==> src/sv/gpp_pkg.sv <==
package gpp_pkg;

	localparam int PANEL_WIDTH  = 240;
	localparam int PANEL_HEIGHT = 240;

	localparam int POS_W   = 17;
	localparam int TRIG_W  = 16;
	localparam int SCALE_W = 24;
	localparam int RAD_W   = 14;
	localparam int PIX_W   = 12;
	localparam int TAG_W   = 8;

	localparam int CFG_ADDR_W = 3;
	localparam int CFG_DATA_W = 24;

	localparam int S_TDATA_W = 64;
	localparam int S_TUSER_W = 1;
	localparam int M_TDATA_W = 32;
	localparam int M_TUSER_W = 3;

	// intermediate widths
	localparam int PROD_W = TRIG_W + POS_W;        // trig * coordinate
	localparam int RX_W   = PROD_W + 1;            // rotated X, Q14
	localparam int MIX_W  = PROD_W + 1;
	localparam int MIXP_W = TRIG_W + MIX_W;        // trig * mix
	localparam int R28_W  = MIXP_W + 1;            // depth and height, Q28
	localparam int RZ_W   = R28_W - 14;            // height, Q14
	localparam int OFF_W  = SCALE_W + 1 + RZ_W;    // offsets, Q38
	localparam int DIFF_W = 64;
	localparam int FRAC_W = 38;
	localparam int Q_W    = DIFF_W - FRAC_W;
	localparam int MAG_W  = OFF_W;
	localparam int RLIM_W = RAD_W + 34;            // radius in Q38
	localparam int SQI_W  = RLIM_W - 18;           // magnitude in Q20
	localparam int SQ_W   = 2 * SQI_W;
	localparam int RR_W   = 2 * RAD_W;
	localparam int SUM_W  = SQ_W + 1;

	localparam logic signed [DIFF_W-1:0] CENTRE_X = DIFF_W'(PANEL_WIDTH) << 37;
	localparam logic signed [DIFF_W-1:0] CENTRE_Y = DIFF_W'(PANEL_HEIGHT) << 37;
	localparam logic signed [Q_W-1:0]    PIX_MAX  = Q_W'(2047);
	localparam logic signed [Q_W-1:0]    PIX_MIN  = -Q_W'(2048);

	typedef enum logic [CFG_ADDR_W-1:0] {
		CFG_COS_AZ   = 3'd0,
		CFG_SIN_AZ   = 3'd1,
		CFG_COS_TILT = 3'd2,
		CFG_SIN_TILT = 3'd3,
		CFG_SCALE    = 3'd4,
		CFG_RADIUS   = 3'd5
	} cfg_idx_t;

	typedef struct packed {
		logic signed [TRIG_W-1:0] ca;
		logic signed [TRIG_W-1:0] sa;
		logic signed [TRIG_W-1:0] ct;
		logic signed [TRIG_W-1:0] st;
		logic [SCALE_W-1:0]       scale;
		logic [RAD_W-1:0]         radius;
	} cfg_t;

	typedef struct packed {
		logic signed [RX_W-1:0] rx;
		logic signed [RZ_W-1:0] rz;
		logic                   near;
		logic [TAG_W-1:0]       tag;
		logic                   last;
	} rot_t;

	typedef struct packed {
		logic signed [PIX_W-1:0] pixel_x;
		logic signed [PIX_W-1:0] pixel_y;
		logic                    near_side;
		logic                    hidden;
		logic                    on_panel;
		logic [TAG_W-1:0]        tag;
		logic                    last;
	} res_t;

endpackage

==> src/sv/gpp_cfg.sv <==
module gpp_cfg (
	input  logic                            clk,
	input  logic                            arst_n,
	input  logic                            wr_en,
	input  logic [gpp_pkg::CFG_ADDR_W-1:0] wr_addr,
	input  logic [gpp_pkg::CFG_DATA_W-1:0] wr_data,
	output gpp_pkg::cfg_t                   cfg
);
	import gpp_pkg::*;

	cfg_t cfg_q;

	always_ff @(posedge clk or negedge arst_n) begin
		if (!arst_n) begin
			cfg_q.ca     <= TRIG_W'(16384);
			cfg_q.sa     <= '0;
			cfg_q.ct     <= TRIG_W'(16384);
			cfg_q.st     <= '0;
			cfg_q.scale  <= '0;
			cfg_q.radius <= '0;
		end else if (wr_en) begin
			unique case (cfg_idx_t'(wr_addr))
				CFG_COS_AZ:   cfg_q.ca     <= wr_data[TRIG_W-1:0];
				CFG_SIN_AZ:   cfg_q.sa     <= wr_data[TRIG_W-1:0];
				CFG_COS_TILT: cfg_q.ct     <= wr_data[TRIG_W-1:0];
				CFG_SIN_TILT: cfg_q.st     <= wr_data[TRIG_W-1:0];
				CFG_SCALE:    cfg_q.scale  <= wr_data[SCALE_W-1:0];
				CFG_RADIUS:   cfg_q.radius <= wr_data[RAD_W-1:0];
				default: ;    // drop writes to unknown indexes
			endcase
		end
	end

	assign cfg = cfg_q;

endmodule

==> config.mk <==
export PLATFORM = sky130hd
export DESIGN_NAME = gpp_cfg
export DESIGN_NICKNAME = d
export VERILOG_FILES = /design/src/sv/gpp_pkg.sv /design/src/sv/gpp_cfg.sv
export SDC_FILE = /design/constraint.sdc
export NUM_CORES = 1
export LEC_CHECK = 0
export ABC_AREA = 1
export BUFFER_PORTS_ARGS = -buffer_cell sky130_fd_sc_hd__buf_4
export CAP_MARGIN = 20
export CORE_MARGIN = 10
export CORE_UTILIZATION = 31
export CTS_CLUSTER_DIAMETER = 40
export DETAILED_ROUTE_END_ITERATION = 16
export GPL_ROUTABILITY_DRIVEN = 0
export SLEW_MARGIN = 40
export SYNTH_ARGS = -nofsm -noshare
export SYNTH_HDL_FRONTEND = slang
export SYNTH_SLANG_ARGS = --single-unit
==> constraint.sdc <==
create_clock -name clk -period 0.8 [get_ports clk]
set_input_delay 0 -clock clk [delete_from_list [all_inputs] [get_ports clk]]
set_output_delay 0 -clock clk [all_outputs]
set_load 0.005 [all_outputs]
==> flow_metrics.py <==
metrics = {
    "detailed_routing": {
        "via_per_inst": 4.52,
        "drc": 0,
        "vias": 3853,
        "ant_nets": 0,
        "drt_wl_total_mm": 14.1,
        "routedWlPerCell_um": 16.5,
        "dr.pass1.iters": 5,
        "drt_first_iter_violations": 249,
    },
    "global_route": {
        "use_met2_pct": 25.0,
        "grt_use_total_pct": 15.6,
        "grt_pass1_vias": 3939,
        "grt_max_degree": 30,
        "grt_use_met1_pct": 18.4,
        "grt_pass1_wl_mm": 22.0,
        "grt_overflow": 0,
        "top_usage_layer": "met2",
        "gr-usage-met3_pct": 6.58,
        "antenna_found_initial": 0,
    },
    "clock_tree": {
        "h-tree-depth": 3,
        "clk_pin_slew_ps": 70,
        "clk_latency_ps": 350,
        "cts_tree": "yes",
        "numCtsBuffers": 9,
        "clockBufferDepth": 2,
        "cts_sinks": 102,
        "root_buffer": "clkbuf_16",
    },
    "sta": {
        "rsz0062_at_grt": "true",
        "worst_pin_slew_ps": 312,
        "fin_ws_ps": -188,
        "max_freq_mhz": 1010,
        "slew_violations": 0,
        "finalClockSkew_ps": 0,
        "setup_viol": 102,
        "hold_viol_final": 0,
        "period_share_pct": 123,
        "max_slew_margin_pct": 79.1,
        "timing.hold.ws_ps": 30.9,
        "timing.final.crit_period_ps": 988,
    },
    "pwr": {
        "pwr_density_cell_nw_per_um2": 2440,
        "peakVddDrop_mv": 1.15,
        "p_leak_nw": 3.63,
    },
    "setup_path": {
        "cp_top_family": "flip-flops",
        "criticalPathCategory": "reg -> out",
        "cp_slowest_cell": "dfstp_2",
        "crit_chain": "buf_6",
        "crit_buf_inv": 1,
        "max_stage_delay_ps": 540,
        "cp.arrival_ps": 990,
        "cp-end-kind": "primary output",
        "worst-endpoint-required_ps": 800,
        "crit_fanout": 2,
        "cp-start-kind": "flip-flop",
    },
    "floorplan": {
        "io_pins": 132,
        "core_area_um2": 12600,
        "die-area_um2": 17900,
        "start_util_pct": 31.8,
        "row_count": 41,
        "chipHeight_um": 134,
        "die_width_um": 134,
    },
    "synth": {
        "synth_commonest_cells": "nand2_1, dfrtp_1, nand3_1",
        "netlist_instances": 452,
        "synth_edf_count": 0,
        "synth_most_common_cell": "nand2_1",
        "synth_top_area_share_pct": 62.4,
        "syn-num-nets": 482,
        "synth_area_um2": 4010,
        "syn_avg_cell_area_um2": 8.87,
        "yosysTopAreaCell": "dfrtp_1",
        "synthDistinctLibCells": 14,
        "synth_seq_cells": 102,
        "yosys-top-cells-area": "dfrtp_1, nand2_1, nand3_1",
        "synth_ff_type": "dfrtp_1",
        "synth_warnings": 0,
        "seq_area_frac_synth_pct": 63.7,
        "synth-async-reset-ratio_pct": 100,
    },
    "final_layout": {
        "fillers": 1159,
        "largest_reg_flops": 102,
        "diodes": 0,
        "drive_gt1_share_pct": 35.0,
        "fin_area_um2": 6760,
        "seqCellArea_um2": 2550,
        "final_nets": 705,
        "area_growth_pct": 68.5,
        "utilization_pct": 53.5,
        "multi_input_area_um2": 1350,
    },
    "outcome": {
        "violations": "setup timing",
        "status": "complete, but fails checks",
    },
    "place": {
        "hpwl_mm": 9.60,
        "placed_area_um2": 5340,
        "io_buffers": 131,
    },
    "run": {
        "drv_cap": 0,
    },
    "min_path": {
        "hp-class": "in -> async",
    },
}
[placed cells by master (no fill, tap or decap)]
| cell | netlist | layout |
|---|---|---|
| clkbuf_1 | 4 | 1 |
| clkinv_2 | 0 | 1 |
| clkbuf_8 | 0 | 3 |
| bufinv_16 | 0 | 2 |
| inv_2 | 2 | 2 |
| nor2_1 | 2 | 1 |
| nand2_1 | 243 | 238 |
| buf_4 | 2 | 97 |
| buf_6 | 0 | 106 |
| dfstp_2 | 2 | 2 |
| inv_1 | 3 | 3 |
| dlygate4sd3_1 | 0 | 26 |
| nand3_1 | 72 | 72 |
| clkbuf_16 | 0 | 9 |
| nand2_2 | 1 | 6 |
| dfrtp_1 | 100 | 100 |
| clkinv_1 | 1 | 1 |
| buf_12 | 0 | 5 |
| nor2_2 | 2 | 1 |
| nor2_4 | 2 | 4 |
[area by class of cell]
cell class                 instances  share of cell area, %
clock buffer                      13                   4.00
sequential                       102                   37.8
clock inverter                     3                  0.963
inverter                           6                  0.333
timing repair buffer             234                   33.8
tap                              172                   3.19
multi-input combinational        322                   19.9
[path summary, 6_finish.rpt]
| kind | start | end | slack [ps] | cells after the start |
|---|---|---|---|---|
| worst max-delay path | cfg[68] | cfg[68] | -190 | 1 |
| worst min register to register | cfg[68] | cfg[68] | 470 | 2 |
| min in group clk | wr_addr[0] | cfg[68] | 170 | 5 |
| worst min-delay path | arst_n | cfg[36] | 30 | 2 |
| worst max register to register | cfg[100] | cfg[100] | 10 | 3 |
| max in group asynchronous | arst_n | cfg[100] | 300 | 3 |
[cells by family after synthesis]
kind of cell	synth area share [%]
buffers and inverters	3.31
AND/OR/NAND/NOR	33.0
flip-flops	63.7
[layer usage]
metal  vias to the layer above  wire length, µm
met3                        18             1340
met4                         0              211
met1                      1830             5820
met5                         -                0
li1                       1861                -
met2                       144             6700
[power by group]
group          switching (mW)  internal, mW
Clock                    1.88          2.99
Sequential              0.772          6.14
Combinational            1.71          2.99
Total                    4.36          12.1
[per-stage QoR]
stage               TNS (ps)  setup slack, ps  std cells  total power [mW]
floorplan                  0             18.4        452              7.72
global placement       -5270            -98.2        755              10.0
detailed placement     -8410             -115        755              10.1
CTS                    -8520             -210        831              16.3
global route          -10110             -219        852              17.4
finish                 -7370             -188        852              16.5
[what timing repair did]
action	in CTS	in global routing
gates cloned	0	0
pin swaps	0	5
setup endpoints to repair	102	108
setup buffers	34	21
gates resized for setup	102	9
hold endpoints to repair	204	0
hold buffers	26	0
Power figures use the tool's default switching activity.
